==> config.mk <==
export PLATFORM = sky130hd
export DESIGN_NAME = median_then_average_filter_top_flat
export DESIGN_NICKNAME = d
export VERILOG_FILES = /design/src/mtaf_pkg.sv /design/src/mtaf_if.sv /design/src/mtaf_median.sv /design/src/mtaf_average.sv /design/src/median_then_average_filter_top.sv /design/src/flat_wrapper.sv
export SDC_FILE = /design/constraint.sdc
export NUM_CORES = 1
export LEC_CHECK = 0
export BUFFER_PORTS_ARGS = -buffer_cell sky130_fd_sc_hd__buf_2
export CORE_MARGIN = 2
export CORE_UTILIZATION = 65
export CTS_CLUSTER_DIAMETER = 150
export DETAILED_ROUTE_END_ITERATION = 7
export GPL_TIMING_DRIVEN = 0
export PLACE_DENSITY = 0.91
export REMOVE_ABC_BUFFERS = 1
export SLEW_MARGIN = 20
export SYNTH_ARGS = -nofsm -noshare
export SYNTH_HDL_FRONTEND = slang
export SYNTH_HIERARCHICAL = 1
export SYNTH_SLANG_ARGS = --single-unit
==> constraint.sdc <==
create_clock -name clk -period 7.75 [get_ports clk]
set_input_delay 1.55 -clock clk [delete_from_list [all_inputs] [get_ports clk]]
set_output_delay 1.55 -clock clk [all_outputs]
set_load 0.005 [all_outputs]
==> src/mtaf_pkg.sv <==
// ============================================================================
// mtaf_pkg
// Shared constants and types for the median-then-average filter.
// ============================================================================
`default_nettype none

package mtaf_pkg;

    // Configuration register widths and reset values
    localparam int THRESH_W   = 10;
    localparam int SERVO_W    = 8;
    localparam int CFG_DATA_W = 10;
    localparam int CFG_INDEX_W = 1;

    localparam logic [THRESH_W-1:0] THRESH_RESET      = 10'd1;
    localparam logic [SERVO_W-1:0]  SERVO_LIMIT_RESET = 8'd254;

    // Servo position is the filtered value divided by four
    localparam int SERVO_SHIFT = 2;

    typedef enum logic [CFG_INDEX_W-1:0] {
        CFG_CHANGE_THRESHOLD = 1'b0,
        CFG_SERVO_LIMIT      = 1'b1
    } cfg_index_t;

    // Load strobes for the averaging stages
    typedef struct packed {
        logic load_sum;
        logic load_product;
    } avg_ctrl_t;

endpackage

`default_nettype wire

==> src/mtaf_if.sv <==
// ============================================================================
// mtaf_if
// Valid/ready channels for converter samples and filter results.
// ============================================================================
`default_nettype none

interface mtaf_in_if #(
    parameter int SAMPLE_BITS = 10
);
    logic                   valid;
    logic                   ready;
    logic [SAMPLE_BITS-1:0] adc_sample;

    modport source (output valid, output adc_sample, input ready);
    modport sink   (input valid, input adc_sample, output ready);
endinterface

interface mtaf_out_if #(
    parameter int SAMPLE_BITS = 10
);
    import mtaf_pkg::*;

    logic                   valid;
    logic                   ready;
    logic [SAMPLE_BITS-1:0] filtered_value;
    logic [SERVO_W-1:0]     servo_position;
    logic                   changed;

    modport source (output valid, output filtered_value, output servo_position,
                    output changed, input ready);
    modport sink   (input valid, input filtered_value, input servo_position,
                    input changed, output ready);
endinterface

`default_nettype wire

==> src/mtaf_median.sv <==
// ============================================================================
// mtaf_median
// Sample window shift line and rank-select median, registered result.
// ============================================================================
`default_nettype none

module mtaf_median #(
    parameter int MEDIAN_TAPS = 5,
    parameter int SAMPLE_BITS = 10
) (
    input  wire logic                   clk,
    input  wire logic                   rst_n,
    input  wire logic                   load,
    input  wire logic [SAMPLE_BITS-1:0] sample,
    output logic      [SAMPLE_BITS-1:0] median
);
    localparam int RANK_W = $clog2(MEDIAN_TAPS);
    localparam logic [RANK_W-1:0] MED_RANK = RANK_W'((MEDIAN_TAPS - 1) / 2);

    logic [SAMPLE_BITS-1:0] win_reg  [MEDIAN_TAPS];
    logic [SAMPLE_BITS-1:0] win_next [MEDIAN_TAPS];
    logic [RANK_W-1:0]      rank     [MEDIAN_TAPS];
    logic [SAMPLE_BITS-1:0] median_reg;
    logic [SAMPLE_BITS-1:0] median_next;

    // Window order does not matter for the median, so a shift line serves
    always_comb
    begin
        win_next[0] = sample;
        for (int k = 1; k < MEDIAN_TAPS; k++)
        begin
            win_next[k] = win_reg[k-1];
        end
    end

    // Rank of each entry; ties broken by position so exactly one hits MED_RANK
    always_comb
    begin
        for (int i = 0; i < MEDIAN_TAPS; i++)
        begin
            rank[i] = '0;
            for (int j = 0; j < MEDIAN_TAPS; j++)
            begin
                if (j != i)
                begin
                    if ((win_next[j] < win_next[i]) ||
                        ((win_next[j] == win_next[i]) && (j < i)))
                    begin
                        rank[i] = rank[i] + RANK_W'(1);
                    end
                end
            end
        end
        median_next = '0;
        for (int i = 0; i < MEDIAN_TAPS; i++)
        begin
            if (rank[i] == MED_RANK)
            begin
                median_next = median_next | win_next[i];
            end
        end
    end

    always_ff @(posedge clk or negedge rst_n)
    begin
        if (!rst_n)
        begin
            for (int k = 0; k < MEDIAN_TAPS; k++)
            begin
                win_reg[k] <= '0;
            end
        end
        else if (load)
        begin
            for (int k = 0; k < MEDIAN_TAPS; k++)
            begin
                win_reg[k] <= win_next[k];
            end
        end
    end

    always_ff @(posedge clk)
    begin
        if (load)
        begin
            median_reg <= median_next;
        end
    end

    assign median = median_reg;

endmodule

`default_nettype wire

==> src/mtaf_average.sv <==
// ============================================================================
// mtaf_average
// Median window with running sum, then mean by reciprocal multiply.
// ============================================================================
`default_nettype none

module mtaf_average #(
    parameter int AVERAGE_TAPS = 8,
    parameter int SAMPLE_BITS  = 10
) (
    input  wire logic                      clk,
    input  wire logic                      rst_n,
    input  wire mtaf_pkg::avg_ctrl_t       ctrl,
    input  wire logic [SAMPLE_BITS-1:0]    median,
    output logic      [SAMPLE_BITS-1:0]    mean
);
    import mtaf_pkg::*;

    localparam int TAP_BITS = $clog2(AVERAGE_TAPS);
    localparam int SUM_W    = SAMPLE_BITS + TAP_BITS;
    // floor(sum * RECIP >> SHIFT) is exact for every sum below 2**SUM_W
    localparam int SHIFT    = SUM_W + TAP_BITS;
    localparam int MUL_W    = SUM_W + 2;
    localparam int PROD_W   = SUM_W + MUL_W;
    localparam logic [MUL_W-1:0] RECIP =
        MUL_W'(((64'd1 << SHIFT) + 64'(AVERAGE_TAPS) - 64'd1) / 64'(AVERAGE_TAPS));

    logic [SAMPLE_BITS-1:0] avg_reg [AVERAGE_TAPS];
    logic [SUM_W-1:0]       sum_reg;
    logic [SUM_W-1:0]       sum_next;
    logic [PROD_W-1:0]      product_reg;

    assign sum_next = sum_reg + SUM_W'(median) - SUM_W'(avg_reg[AVERAGE_TAPS-1]);

    always_ff @(posedge clk or negedge rst_n)
    begin
        if (!rst_n)
        begin
            for (int k = 0; k < AVERAGE_TAPS; k++)
            begin
                avg_reg[k] <= '0;
            end
            sum_reg <= '0;
        end
        else if (ctrl.load_sum)
        begin
            avg_reg[0] <= median;
            for (int k = 1; k < AVERAGE_TAPS; k++)
            begin
                avg_reg[k] <= avg_reg[k-1];
            end
            sum_reg <= sum_next;
        end
    end

    always_ff @(posedge clk)
    begin
        if (ctrl.load_product)
        begin
            product_reg <= PROD_W'(sum_reg) * PROD_W'(RECIP);
        end
    end

    assign mean = product_reg[SHIFT +: SAMPLE_BITS];

endmodule

`default_nettype wire

==> src/median_then_average_filter_top.sv <==
// ============================================================================
// median_then_average_filter_top
// Median-of-window then moving-average filter for one converter channel.
//
// Every sample transfer yields exactly one result transfer, in order. The
// block is a five-register pipeline (input, median, running sum, reciprocal
// product, result) and takes one sample per clock while the result side
// keeps up. Each stage has its own valid bit and passes its item on as
// soon as the next stage is free, so a stalled result does not hold up
// samples until all five stages are full. The median window
// (MEDIAN_TAPS) and the average window (AVERAGE_TAPS) start at zero
// after reset, so early outputs are pulled toward zero until both
// windows fill. The mean is truncated. The servo position is the mean
// divided by four, saturated at servo_limit. The changed flag is set
// when the mean differs from the last reported value by strictly more
// than change_threshold, and the reported value then follows the mean.
// Configuration writes (index 0 change_threshold, index 1 servo_limit)
// are meant for times when no item is in flight.
// ============================================================================
`default_nettype none

module median_then_average_filter_top #(
    parameter int MEDIAN_TAPS  = 5,
    parameter int AVERAGE_TAPS = 8,
    parameter int SAMPLE_BITS  = 10
) (
    input  wire logic                              clk,
    input  wire logic                              rst_n,
    mtaf_in_if.sink                                samples,
    mtaf_out_if.source                             results,
    input  wire logic                              cfg_write_en,
    input  wire logic [mtaf_pkg::CFG_INDEX_W-1:0]  cfg_index,
    input  wire logic [mtaf_pkg::CFG_DATA_W-1:0]   cfg_data
);
    import mtaf_pkg::*;

    // Compare widths cover both the sample and the fixed register widths
    localparam int CMP_W = (SAMPLE_BITS > THRESH_W) ? SAMPLE_BITS : THRESH_W;
    localparam int QUO_W = SAMPLE_BITS - SERVO_SHIFT;
    localparam int LIM_W = (QUO_W > SERVO_W) ? QUO_W : SERVO_W;

    // ---------------- configuration registers ----------------
    logic [THRESH_W-1:0] threshold_reg;
    logic [SERVO_W-1:0]  servo_limit_reg;

    always_ff @(posedge clk or negedge rst_n)
    begin
        if (!rst_n)
        begin
            threshold_reg   <= THRESH_RESET;
            servo_limit_reg <= SERVO_LIMIT_RESET;
        end
        else if (cfg_write_en)
        begin
            case (cfg_index_t'(cfg_index))
                CFG_CHANGE_THRESHOLD: threshold_reg   <= cfg_data[THRESH_W-1:0];
                CFG_SERVO_LIMIT:      servo_limit_reg <= cfg_data[SERVO_W-1:0];
                default:              ;
            endcase
        end
    end

    // ---------------- pipeline flow control ----------------
    // One valid bit per stage; a stage is free when empty or when its item
    // moves on in the same cycle.
    logic in_valid_reg, med_valid_reg, sum_valid_reg, prod_valid_reg, out_valid_reg;
    logic rdy_in, rdy_med, rdy_sum, rdy_prod, rdy_out;

    assign rdy_out  = !out_valid_reg  || results.ready;
    assign rdy_prod = !prod_valid_reg || rdy_out;
    assign rdy_sum  = !sum_valid_reg  || rdy_prod;
    assign rdy_med  = !med_valid_reg  || rdy_sum;
    assign rdy_in   = !in_valid_reg   || rdy_med;

    assign samples.ready = rdy_in;

    always_ff @(posedge clk or negedge rst_n)
    begin
        if (!rst_n)
        begin
            in_valid_reg   <= 1'b0;
            med_valid_reg  <= 1'b0;
            sum_valid_reg  <= 1'b0;
            prod_valid_reg <= 1'b0;
            out_valid_reg  <= 1'b0;
        end
        else
        begin
            if (rdy_in)   in_valid_reg   <= samples.valid;
            if (rdy_med)  med_valid_reg  <= in_valid_reg;
            if (rdy_sum)  sum_valid_reg  <= med_valid_reg;
            if (rdy_prod) prod_valid_reg <= sum_valid_reg;
            if (rdy_out)  out_valid_reg  <= prod_valid_reg;
        end
    end

    // ---------------- input register ----------------
    logic [SAMPLE_BITS-1:0] sample_reg;

    always_ff @(posedge clk)
    begin
        if (rdy_in && samples.valid)
        begin
            sample_reg <= samples.adc_sample;
        end
    end

    // ---------------- median stage ----------------
    logic [SAMPLE_BITS-1:0] median;

    mtaf_median #(
        .MEDIAN_TAPS (MEDIAN_TAPS),
        .SAMPLE_BITS (SAMPLE_BITS)
    ) u_median (
        .clk    (clk),
        .rst_n  (rst_n),
        .load   (in_valid_reg && rdy_med),
        .sample (sample_reg),
        .median (median)
    );

    // ---------------- running sum and mean ----------------
    avg_ctrl_t              avg_ctrl;
    logic [SAMPLE_BITS-1:0] mean;

    assign avg_ctrl.load_sum     = med_valid_reg && rdy_sum;
    assign avg_ctrl.load_product = sum_valid_reg && rdy_prod;

    mtaf_average #(
        .AVERAGE_TAPS (AVERAGE_TAPS),
        .SAMPLE_BITS  (SAMPLE_BITS)
    ) u_average (
        .clk    (clk),
        .rst_n  (rst_n),
        .ctrl   (avg_ctrl),
        .median (median),
        .mean   (mean)
    );

    // ---------------- report stage ----------------
    logic [SAMPLE_BITS-1:0] filtered_reg;
    logic [SERVO_W-1:0]     servo_reg;
    logic                   changed_reg;
    logic [SAMPLE_BITS-1:0] last_reported_reg;

    logic [SAMPLE_BITS-1:0] diff;
    logic                   changed_next;
    logic [LIM_W-1:0]       quotient;
    logic [SERVO_W-1:0]     servo_next;
    logic                   report_load;

    assign report_load = prod_valid_reg && rdy_out;

    // Absolute distance from the last reported value
    assign diff = (mean > last_reported_reg) ? (mean - last_reported_reg)
                                             : (last_reported_reg - mean);
    assign changed_next = CMP_W'(diff) > CMP_W'(threshold_reg);

    // Saturate mean/4 at the servo limit
    assign quotient   = LIM_W'(mean[SAMPLE_BITS-1:SERVO_SHIFT]);
    assign servo_next = (quotient > LIM_W'(servo_limit_reg)) ? servo_limit_reg
                                                             : SERVO_W'(quotient);

    always_ff @(posedge clk or negedge rst_n)
    begin
        if (!rst_n)
        begin
            last_reported_reg <= '0;
        end
        else if (report_load && changed_next)
        begin
            last_reported_reg <= mean;
        end
    end

    always_ff @(posedge clk)
    begin
        if (report_load)
        begin
            filtered_reg <= mean;
            servo_reg    <= servo_next;
            changed_reg  <= changed_next;
        end
    end

    assign results.valid          = out_valid_reg;
    assign results.filtered_value = filtered_reg;
    assign results.servo_position = servo_reg;
    assign results.changed        = changed_reg;

`ifndef SYNTHESIS
    // A waiting result that flagged a change has already moved the report point
    a_changed_tracks_report: assert property (@(posedge clk) disable iff (!rst_n)
        (out_valid_reg && changed_reg) |-> (last_reported_reg == filtered_reg))
        else $error("last reported value does not match flagged result");

    // Back-pressure reaches the sample side only with every stage occupied
    a_stall_only_when_full: assert property (@(posedge clk) disable iff (!rst_n)
        !samples.ready |-> (in_valid_reg && med_valid_reg && sum_valid_reg &&
                            prod_valid_reg && out_valid_reg))
        else $error("sample side stalled with a free pipeline stage");

    // Servo position never exceeds the quarter of the filtered value
    a_servo_below_quotient: assert property (@(posedge clk) disable iff (!rst_n)
        out_valid_reg |-> (LIM_W'(servo_reg) <= LIM_W'(filtered_reg[SAMPLE_BITS-1:SERVO_SHIFT])))
        else $error("servo position above filtered value divided by four");
`endif

endmodule

`default_nettype wire

==> src/flat_wrapper.sv <==
// flat-port wrapper written by rule: the top's interface ports become plain ports
module median_then_average_filter_top_flat import mtaf_pkg::*;
#(
    parameter int MEDIAN_TAPS  = 5,
    parameter int AVERAGE_TAPS = 8,
    parameter int SAMPLE_BITS  = 10
)
  (clk, rst_n, cfg_write_en, cfg_index, cfg_data, samples_valid, samples_adc_sample, samples_ready, results_valid, results_filtered_value, results_servo_position, results_changed, results_ready);
  mtaf_in_if #(.SAMPLE_BITS(SAMPLE_BITS)) samples_i ();
  mtaf_out_if #(.SAMPLE_BITS(SAMPLE_BITS)) results_i ();
  input  wire logic clk;
  input  wire logic rst_n;
  input  wire logic cfg_write_en;
  input  wire logic [mtaf_pkg::CFG_INDEX_W-1:0] cfg_index;
  input  wire logic [mtaf_pkg::CFG_DATA_W-1:0] cfg_data;
  input wire logic [$bits(samples_i.valid)-1:0] samples_valid;
  input wire logic [$bits(samples_i.adc_sample)-1:0] samples_adc_sample;
  output wire logic [$bits(samples_i.ready)-1:0] samples_ready;
  output wire logic [$bits(results_i.valid)-1:0] results_valid;
  output wire logic [$bits(results_i.filtered_value)-1:0] results_filtered_value;
  output wire logic [$bits(results_i.servo_position)-1:0] results_servo_position;
  output wire logic [$bits(results_i.changed)-1:0] results_changed;
  input wire logic [$bits(results_i.ready)-1:0] results_ready;
  assign samples_i.valid = samples_valid;
  assign samples_i.adc_sample = samples_adc_sample;
  assign samples_ready = samples_i.ready;
  assign results_valid = results_i.valid;
  assign results_filtered_value = results_i.filtered_value;
  assign results_servo_position = results_i.servo_position;
  assign results_changed = results_i.changed;
  assign results_i.ready = results_ready;
  median_then_average_filter_top #(.MEDIAN_TAPS(MEDIAN_TAPS), .AVERAGE_TAPS(AVERAGE_TAPS), .SAMPLE_BITS(SAMPLE_BITS)) u_core (.clk(clk), .rst_n(rst_n), .samples(samples_i), .results(results_i), .cfg_write_en(cfg_write_en), .cfg_index(cfg_index), .cfg_data(cfg_data));
endmodule
==> impl_metrics.env, run 1 <==
export IMPL_status="complete, no violations"
export IMPL_cp_required_ns=8.14
export IMPL_wl_per_cell_microns=18.7
export IMPL_cts_buffer_depth=3
export IMPL_fmax_mhz=206
export IMPL_clock_sinks=215
export IMPL_num_rows=52
export IMPL_avgSynthCellArea_sq_um=10.8
export IMPL_finClkSkew_ns=0.0161
export IMPL_synth_xor_area_share_pct=1.19
export IMPL_antenna_found_initial=0
export IMPL_post_cts_resized=0
export IMPL_rsz0062_at_grt="false"
export IMPL_grt_max_degree=89
export IMPL_cp_arrival_ns=5.25
export IMPL_dr_pass1_iters=5
export IMPL_fillerInstances=1313
export IMPL_hp_start="u_core/u_average/sum_reg[7]"
export IMPL_root_buffer="clkbuf_16"
export IMPL_die_area_sq_um=21500
export IMPL_area_delta_synth_final_pct=9.24
export IMPL_postLayoutSetupSlackWorst_ns=2.89
export IMPL_tns_ns=0
export IMPL_first_global_vias=9514
export IMPL_critPathTopFamily="compound AO/OA/AOI/OAI gates"
export IMPL_reg2reg_from="u_core/u_average/product_reg[18]"
export IMPL_die_w_microns=147
export IMPL_crit_fanout=10
export IMPL_syn_inst=1220
export IMPL_place_congestion=0.921
export IMPL_reg2reg_depth=15
export IMPL_finalWirelength_microns=28800
export IMPL_hold_end="u_core/u_average/product_reg[20]"
export IMPL_grt_usage_pct=27.3
export IMPL_vias_per_cell=6.18
export IMPL_maxCapViolations=0
export IMPL_core_sq_um=20100
export IMPL_synth_cell_types=85
export IMPL_path_clk_slew_ns=0.06
export IMPL_finalHoldViolations=0
export IMPL_io_buffers=46
export IMPL_yosysSeqAreaShare_pct=42.6
export IMPL_reg2reg_to="u_core/last_reported_reg[9]"
export IMPL_preCtsSetupSlack_ns=3.00
export IMPL_ioPinCount=47
export IMPL_stdcell_count=1543
export IMPL_drt_iter0_drc=776
export IMPL_synth_mux_area_fraction_pct=10.4
export IMPL_worstPathCellList="inv_1 -> ha_1 -> a21oi_4 -> o22ai_2 -> a2111oi_4 -> nor3_2 -> mux2i_1 -> xor2_1 -> ha_1 -> a21o_1 -> a21o_1 -> a221oi_1 -> o21a_1 -> or3b_1 -> mux2_1"
export IMPL_ant_nets=0
export IMPL_async_flop_share_pct=77.2
export IMPL_clk_latency_ns=0.51
export IMPL_synth_top_family_by_area="adder cells"
export IMPL_synthFlopType="dfrtp_1"
export IMPL_post_route_min_period_ns=4.86
export IMPL_cts_setup_buffers=0
export IMPL_cts_max_level=1
export IMPL_overflow=0
export IMPL_synth_adder_area_share_pct=17.3
export IMPL_holdPathStages=0
export IMPL_yosysWarnings=6
export IMPL_maxSlewViolCount=0
export IMPL_synth_compound_area_share_pct=13.3
export IMPL_critical_path_max_stage_delay_ns=0.67
export IMPL_hold_ws_ns=0.451
export IMPL_drive_gt1_share_pct=16.7
export IMPL_cp_start_kind="flop"
export IMPL_crit_buf_inv=1
export IMPL_antenna_cells=0
export IMPL_tritoncts="built"
export IMPL_cts_buffers_inserted=23
export IMPL_slew_headroom_pct=28.0
export IMPL_place_inst=1502
export IMPL_cts_hold_buffers_added=0
export IMPL_cpMaxStageDelayCell="nor3_2"
export IMPL_layout_nets=1458
export IMPL_yosys_area_share_simple_pct=9.74
export IMPL_netlist_area_sq_um=13200
export IMPL_synth_edf_count=49
export IMPL_dr_total_vias=9536
export IMPL_reg2reg_setup_slack_ns=2.89
export IMPL_die_h_microns=147
export IMPL_grt_first_pass_wirelength_microns=47400
export IMPL_hp_class="reg -> reg"
export IMPL_drc=0
export IMPL_tightest_slew_ns=1.05
export IMPL_dp_hpwl_microns=20700
export IMPL_start_util_pct=65.7
export IMPL_largest_reg_flops=80
export IMPL_fin_crit_sh_pct=62.7
export IMPL_crit_type="reg -> reg"
export IMPL_setup_viol=0
export IMPL_cp_end_kind="flop"
export IMPL_synth_seq_cells=215
-- worst max path at each step --
stage	startpoint	endpoint	slack (ns)	depth (start not counted)
6_report	u_core/u_average/product_reg[18]	u_core/last_reported_reg[9]	2.89	15
3_5_place_dp	u_core/u_average/product_reg[21]	u_core/last_reported_reg[9]	3.00	15
2_1_floorplan	results_ready	u_core/u_average/sum_reg[12]	2.57	9
3_3_place_gp	results_ready	u_core/u_average/sum_reg[12]	1.46	10
5_1_grt	u_core/u_average/product_reg[20]	u_core/last_reported_reg[9]	2.65	15
4_1_cts	u_core/u_average/product_reg[18]	u_core/last_reported_reg[9]	2.94	15
-- synth_stat cells, types with 8 or more instances --
cell,instances,area (sq um)
ha_1,163,2040
dfrtp_1,158,3950
inv_1,143,537
nand2_1,93,349
mux2_2,90,1010
o21ai_0,84,420
a21oi_1,49,245
edfxtp_1,49,1470
nor2_1,29,109
mux2i_1,27,270
nand4_1,25,156
a211oi_1,22,165
nand2b_1,20,125
clkbuf_1,18,67.6
nand3_1,18,90.1
a21o_1,16,120
o211ai_1,14,105
fa_1,12,240
o2111ai_1,12,105
a22oi_1,10,75.1
nor2b_1,10,62.6
nor3_1,10,50.1
xnor2_1,10,87.6
dfstp_2,8,210
xor2_1,8,70.1
-- kinds of logic (layout without fill, tap and decap cells) --
logic type,Yosys count,in the layout
AO/OA/AOI/OAI,256,256
adder cells (fa/ha/maj),175,175
flip-flops,215,215
multiplexers,123,123
XOR/XNOR,18,18
buffers and inverters,182,235
AND/OR/NAND/NOR,251,251
-- metal layers --
layer	part of all wire, %	GRT usage, %	vias to the layer above
met1	40	33.5	4652
met2	50	48.5	318
met4	4.6	11.2	0
met5	0	0	-
met3	4.6	3.69	98
li1	-	-	4468
-- final cells by class --
type                       count  area, sq um  share of cell area [%]
timing repair buffer          49          323                    2.24
sequential                   215         5640                    39.0
tap                          270          338                    2.34
clock buffer                  34          668                    4.63
inverter                     145          544                    3.77
multi-input combinational    823         6860                    47.5
clock inverter                 7         68.8                   0.477
-- through the flow --
| stage | util, % | instance area [sq um] |
|---|---|---|
| after detailed placement | 68.1 | 13700 |
| after global routing | 71.8 | 14400 |
| after global placement | 67.6 | 13600 |
| after floorplan | - | 13000 |
| final | 71.8 | 14400 |
| after CTS | 71.8 | 14400 |
-- cell usage in the layout (no fill, tap or decap), drive strengths merged, types with 8 or more instances in the layout --
cell,synthesis,layout
nand4,25,25
a21oi,52,52
mux2,94,94
or2,8,8
buf,17,49
dfstp,8,8
o2111ai,12,12
a21o,16,16
nand2,93,93
nand3,18,18
xnor2,10,10
a2111oi,9,9
mux2i,27,27
nor2,29,29
ha,163,163
edfxtp,49,49
fa,12,12
o21ai,86,86
dfrtp,158,158
xor2,8,8
clkbuf,20,34
a22oi,10,10
nand2b,20,20
a211oi,23,23
o211ai,14,14
inv,145,147
nor2b,10,10
nor3,12,12
Power of run 1 is not shown: default switching activity piles up to over one toggle a cycle in this logic, so the estimate is an artifact.
==> run 2, diff against run 1 <==
--- a/config.mk
+++ b/config.mk
@@ -7,11 +7,11 @@
 export LEC_CHECK = 0
 export BUFFER_PORTS_ARGS = -buffer_cell sky130_fd_sc_hd__buf_2
 export CORE_MARGIN = 2
-export CORE_UTILIZATION = 65
+export CORE_UTILIZATION = 63
 export CTS_CLUSTER_DIAMETER = 150
 export DETAILED_ROUTE_END_ITERATION = 7
 export GPL_TIMING_DRIVEN = 0
-export PLACE_DENSITY = 0.91
+export PLACE_DENSITY = 0.89
 export REMOVE_ABC_BUFFERS = 1
 export SLEW_MARGIN = 20
 export SYNTH_ARGS = -nofsm -noshare
==> constraint.sdc (replaced) <==
create_clock -name clk -period 4.8 [get_ports clk]
set_input_delay 0.96 -clock clk [delete_from_list [all_inputs] [get_ports clk]]
set_output_delay 0.96 -clock clk [all_outputs]
set_load 0.005 [all_outputs]
==> impl_metrics.env, run 2 (synthesized netlist as in run 1, its figures left out) <==
export IMPL_status="complete, no violations"
export IMPL_cts_max_level=1
export IMPL_multi_input_area_sq_um=6870
export IMPL_antenna_cells=0
export IMPL_die_h_microns=149
export IMPL_grt_first_pass_wirelength_microns=50200
export IMPL_wl_met3_microns=1820
export IMPL_slew_headroom_pct=28.5
export IMPL_clk_latency_ns=0.53
export IMPL_wl_met1_microns=11800
export IMPL_first_global_vias=9926
export IMPL_regArea_sq_um=5640
export IMPL_cp_start_kind="flop"
export IMPL_drt_iter0_drc=737
export IMPL_post_route_min_period_ns=4.54
export IMPL_dp_hpwl_microns=21400
export IMPL_drc=0
export IMPL_dr_max_layer_used="met4"
export IMPL_fmax_mhz=220
export IMPL_cp_arrival_ns=4.76
export IMPL_mostFrequentLayoutCell="ha_1"
export IMPL_path_common_cell="ha_1"
export IMPL_reg2reg_setup_slack_ns=0.26
export IMPL_overflow=0
export IMPL_start_util_pct=64.7
export IMPL_fillerInstances=1343
export IMPL_crit_type="reg -> reg"
export IMPL_io_buffers=46
export IMPL_tightest_slew_ns=1.07
export IMPL_cts_hold_buffers_added=0
export IMPL_layout_nets=1458
export IMPL_hold_ws_ns=0.386
export IMPL_tritoncts="built"
export IMPL_clock_sinks=215
export IMPL_path_clk_slew_ns=0.06
export IMPL_cts_buffers_inserted=23
export IMPL_vias_per_cell=6.33
export IMPL_reg2reg_depth=13
export IMPL_largest_reg_flops=80
export IMPL_cts_buffer_depth=3
export IMPL_critical_path_max_stage_delay_ns=0.74
export IMPL_cp_end_kind="flop"
export IMPL_design_area_sq_um=14500
export IMPL_rsz0062_at_grt="false"
export IMPL_grt_max_degree=89
export IMPL_die_w_microns=149
export IMPL_die_area_sq_um=22100
export IMPL_reg2reg_from="u_core/u_median/win_next[5]"
export IMPL_root_buffer="clkbuf_16"
export IMPL_wl_per_cell_microns=19.8
export IMPL_cp_required_ns=5.02
export IMPL_dpl_cell_area_sq_um=13700
export IMPL_area_delta_synth_final_pct=9.46
export IMPL_num_rows=52
export IMPL_maxCapViolations=0
export IMPL_grt_usage_pct=28.5
export IMPL_drive_gt1_share_pct=16.9
export IMPL_finalWirelength_microns=30500
export IMPL_dr_wl_met2_microns=15000
export IMPL_dr_pass1_iters=6
export IMPL_crit_fanout=10
export IMPL_dr_total_vias=9767
export IMPL_ant_nets=0
export IMPL_setup_viol=0
export IMPL_ioPinCount=47
export IMPL_core_sq_um=20400
export IMPL_cpMaxStageDelayCell="a2111oi_1"
export IMPL_finClkSkew_ns=0.0167
export IMPL_place_congestion=0.935
export IMPL_antenna_found_initial=0
export IMPL_final_cell_mix="ha_1, dfrtp_1, inv_1, nand2_1, mux2_2"
export IMPL_maxSlewViolCount=0
export IMPL_hp_class="in -> async"
export IMPL_worstPathCellList="inv_1 -> ha_1 -> a21oi_1 -> o21ai_0 -> a2111oi_1 -> or2_2 -> ha_1 -> xor2_1 -> ha_1 -> and3b_1 -> mux4_2 -> a22oi_1 -> o2111ai_1"
export IMPL_reg2reg_to="u_core/u_median/median[6]"
export IMPL_fin_crit_sh_pct=94.5
export IMPL_finalHoldViolations=0
run 2: cell count changes in the layout (fill, tap and decap cells not counted), sizes merged:
cell,change
inv,+2
clkinvlp,+1
clkbuf,-2
run 2: what timing repair did:
action,4_1_cts,5_1_grt
buffers inserted,0,0
cloned,0,0
setup endpoints to repair,1,17
resized for setup,1,3
run 2: layer usage:
metal	global-route usage, %	vias up
met5	0	-
li1	-	4468
met4	15.6	0
met2	49.4	455
met3	4.19	148
met1	34.4	4696
run 2: cell type report:
class	count	share of cell area [%]
inverters	145	3.76
multi-input cells	823	47.5
clock buffers	32	4.57
clock inverters	10	0.701
well taps	270	2.34
flip-flops and latches	215	39.0
repair buffers	49	2.18
run 2: worst max-delay path, delay by kind of cell, from the launching register on:
kind	cells	cell delay, ns
multiplexers	1	0.63
adder cells (fa/ha/maj)	3	0.89
XOR/XNOR	1	0.19
flip-flops	1	0.39
buffers and inverters	1	0.17
AND/OR/NAND/NOR	2	0.43
AO/OA/AOI/OAI	5	1.52
run 2: worst max path at each step:
stage | from | endpoint | slack, ns | cells past startpoint
finish | u_core/u_median/win_next[5] | u_core/u_median/median[6] | 0.26 | 13
global route | u_core/u_median/win_next[23] | u_core/u_median/median[5] | 0.03 | 16
CTS | u_core/u_average/product_reg[16] | u_core/last_reported_reg[9] | 0.1 | 17
detailed placement | u_core/u_average/product_reg[16] | u_core/last_reported_reg[9] | 0.06 | 17
global placement | results_ready | u_core/u_average/sum_reg[12] | -0.90 | 10
floorplan | results_ready | u_core/u_average/sum_reg[12] | 0.21 | 9
run 2: stage by stage:
step | TNS (ns) | std cells | setup slack, ns | utilization (%)
2_1_floorplan | 0 | 1183 | 0.212 | -
3_3_place_gp | -10.57 | 1499 | -0.900 | 66.6
3_5_place_dp | 0 | 1502 | 0.0621 | 67.0
4_1_cts | 0 | 1544 | 0.0965 | 70.8
5_1_grt | 0 | 1544 | 0.0310 | 70.8
6_report | 0 | 1544 | 0.263 | 70.8
Power of run 2 is left out for the same reason.
==> run 3, diff against run 2 <==
--- a/config.mk
+++ b/config.mk
@@ -6,8 +6,11 @@
 export NUM_CORES = 1
 export LEC_CHECK = 0
 export BUFFER_PORTS_ARGS = -buffer_cell sky130_fd_sc_hd__buf_2
+export CELL_PAD_IN_SITES_DETAIL_PLACEMENT = 1
+export CELL_PAD_IN_SITES_GLOBAL_PLACEMENT = 1
 export CORE_MARGIN = 2
-export CORE_UTILIZATION = 63
+export CORE_UTILIZATION = 51
+export CTS_BUF_LIST = sky130_fd_sc_hd__clkbuf_16
 export CTS_CLUSTER_DIAMETER = 150
 export DETAILED_ROUTE_END_ITERATION = 7
 export GPL_TIMING_DRIVEN = 0
==> impl_metrics.env, run 3 (synthesized netlist as in run 1, its figures left out) <==
export IMPL_wl_met1_microns=13900
export IMPL_cp_end_kind="flop"
export IMPL_crit_type="reg -> reg"
export IMPL_setup_viol=0
export IMPL_reg2reg_from="u_core/u_average/product_reg[16]"
export IMPL_wl_per_cell_microns=22.2
export IMPL_dr_max_layer_used="met4"
export IMPL_path_clk_slew_ns=0.06
export IMPL_finalHoldViolations=0
export IMPL_worstPathCellList="inv_1 -> ha_1 -> inv_1 -> fa_1 -> a21oi_4 -> o22ai_2 -> a2111oi_4 -> nor3_4 -> mux2i_1 -> xor2_1 -> ha_1 -> a21o_1 -> a21o_1 -> a221oi_1 -> o21a_1 -> or3b_4 -> mux2_1"
export IMPL_final_util_pct=57.5
export IMPL_multi_input_area_sq_um=6900
export IMPL_drc=0
export IMPL_fmax_mhz=218
export IMPL_design_area_sq_um=14600
export IMPL_wl_met3_microns=1140
export IMPL_grt_max_degree=91
export IMPL_ant_nets=0
export IMPL_start_util_pct=52.2
export IMPL_dpl_cell_area_sq_um=13800
export IMPL_rsz0062_at_grt="false"
export IMPL_finClkSkew_ns=0.0209
export IMPL_layout_nets=1459
export IMPL_dr_total_vias=9679
export IMPL_drt_iter0_drc=562
export IMPL_vias_per_cell=6.03
export IMPL_reg2reg_setup_slack_ns=0.22
export IMPL_hp_class="in -> async"
export IMPL_mostFrequentLayoutCell="ha_1"
export IMPL_status="complete, no violations"
export IMPL_cp_arrival_ns=4.99
export IMPL_clk_latency_ns=0.53
export IMPL_maxCapViolations=0
export IMPL_ioPinCount=47
export IMPL_post_route_min_period_ns=4.58
export IMPL_clock_sinks=215
export IMPL_die_h_microns=165
export IMPL_cp_required_ns=5.21
export IMPL_critPathTopFamily="compound AO/OA/AOI/OAI gates"
export IMPL_reg2reg_to="u_core/last_reported_reg[9]"
export IMPL_crit_fanout=10
export IMPL_tightest_slew_ns=1.06
export IMPL_hold_ws_ns=0.394
export IMPL_dp_hpwl_microns=26100
export IMPL_antenna_cells=0
export IMPL_core_sq_um=25300
export IMPL_slew_headroom_pct=29.6
export IMPL_first_global_vias=10791
export IMPL_cp_start_kind="flop"
export IMPL_die_area_sq_um=27200
export IMPL_die_w_microns=165
export IMPL_root_buffer="clkbuf_16"
export IMPL_tritoncts="built"
export IMPL_regArea_sq_um=5640
export IMPL_cpMaxStageDelayCell="edfxtp_1"
export IMPL_grt_first_pass_wirelength_microns=57000
export IMPL_area_delta_synth_final_pct=10.1
export IMPL_num_rows=58
export IMPL_place_congestion=0.937
export IMPL_crit_buf_inv=2
export IMPL_largest_reg_flops=80
export IMPL_antenna_found_initial=0
export IMPL_overflow=0
export IMPL_fillerInstances=2673
export IMPL_finalWirelength_microns=35600
export IMPL_dr_wl_met2_microns=18700
export IMPL_tns_ns=0
export IMPL_cts_buffer_depth=3
export IMPL_io_buffers=46
export IMPL_maxSlewViolCount=0
export IMPL_reg2reg_depth=17
export IMPL_critical_path_max_stage_delay_ns=0.47
export IMPL_final_cell_mix="ha_1, dfrtp_1, inv_1, nand2_1, mux2_2"
export IMPL_drive_gt1_share_pct=17.2
export IMPL_fin_crit_sh_pct=95.4
export IMPL_grt_usage_pct=27.0
export IMPL_cts_buffers_inserted=24
export IMPL_dr_pass1_iters=6
export IMPL_cts_max_level=1
[run 3: worst reg2reg max path, stage by stage, from the launching register on]
cell and delay [ns]:
edfxtp_1 0.47, inv_1 0.13, ha_1 0.19, inv_1 0.08
fa_1 0.44, a21oi_4 0.16, o22ai_2 0.14, a2111oi_4 0.46
nor3_4 0.16, mux2i_1 0.24, xor2_1 0.20, ha_1 0.28
a21o_1 0.17, a21o_1 0.17, a221oi_1 0.33, o21a_1 0.20
or3b_4 0.27, mux2_1 0.37
[run 3: routing by layer]
metal	up-vias	GRT usage (%)
met3	107	3.16
met5	-	0
met2	231	50.2
met1	4896	30.4
li1	4445	-
met4	0	13.8
[run 3: layout make-up]
class / instances / share of cell area, %
Clock buffer: 25 / 4.30
Clock inverter: 19 / 0.834
Inverter: 145 / 3.74
Multi-Input combinational cell: 823 / 47.4
Sequential cell: 215 / 38.7
Tap cell: 330 / 2.84
Timing Repair Buffer: 49 / 2.17
[run 3: through the flow]
step                      instances  worst slack (ns)
after global placement         1559            -0.993
final                          1606             0.221
after detailed placement       1562            -0.166
after CTS                      1606             0.119
after global routing           1606           0.00804
after floorplan                1183             0.212
[run 3: what timing repair did]
| action | in CTS | in global routing |
|---|---|---|
| hold buffers | 0 | 0 |
| buffers inserted | 0 | 0 |
| endpoints found under the setup margin | 12 | 10 |
| gates resized for setup | 4 | 7 |
[run 3: how the worst max path moves through the flow]
stage,startpoint,endpoint,slack [ns],depth (start not counted)
6_report,u_core/u_average/product_reg[16],u_core/last_reported_reg[9],0.22,17
5_1_grt,u_core/u_median/win_next[35],u_core/u_median/median[5],0.008,16
4_1_cts,u_core/u_median/win_next[15],u_core/u_median/median[5],0.12,14
3_5_place_dp,u_core/u_average/product_reg[18],u_core/last_reported_reg[9],-0.17,15
3_3_place_gp,results_ready,u_core/u_average/sum_reg[12],-0.99,10
2_1_floorplan,results_ready,u_core/u_average/sum_reg[12],0.21,9
Power of run 3 is left out for the same reason.
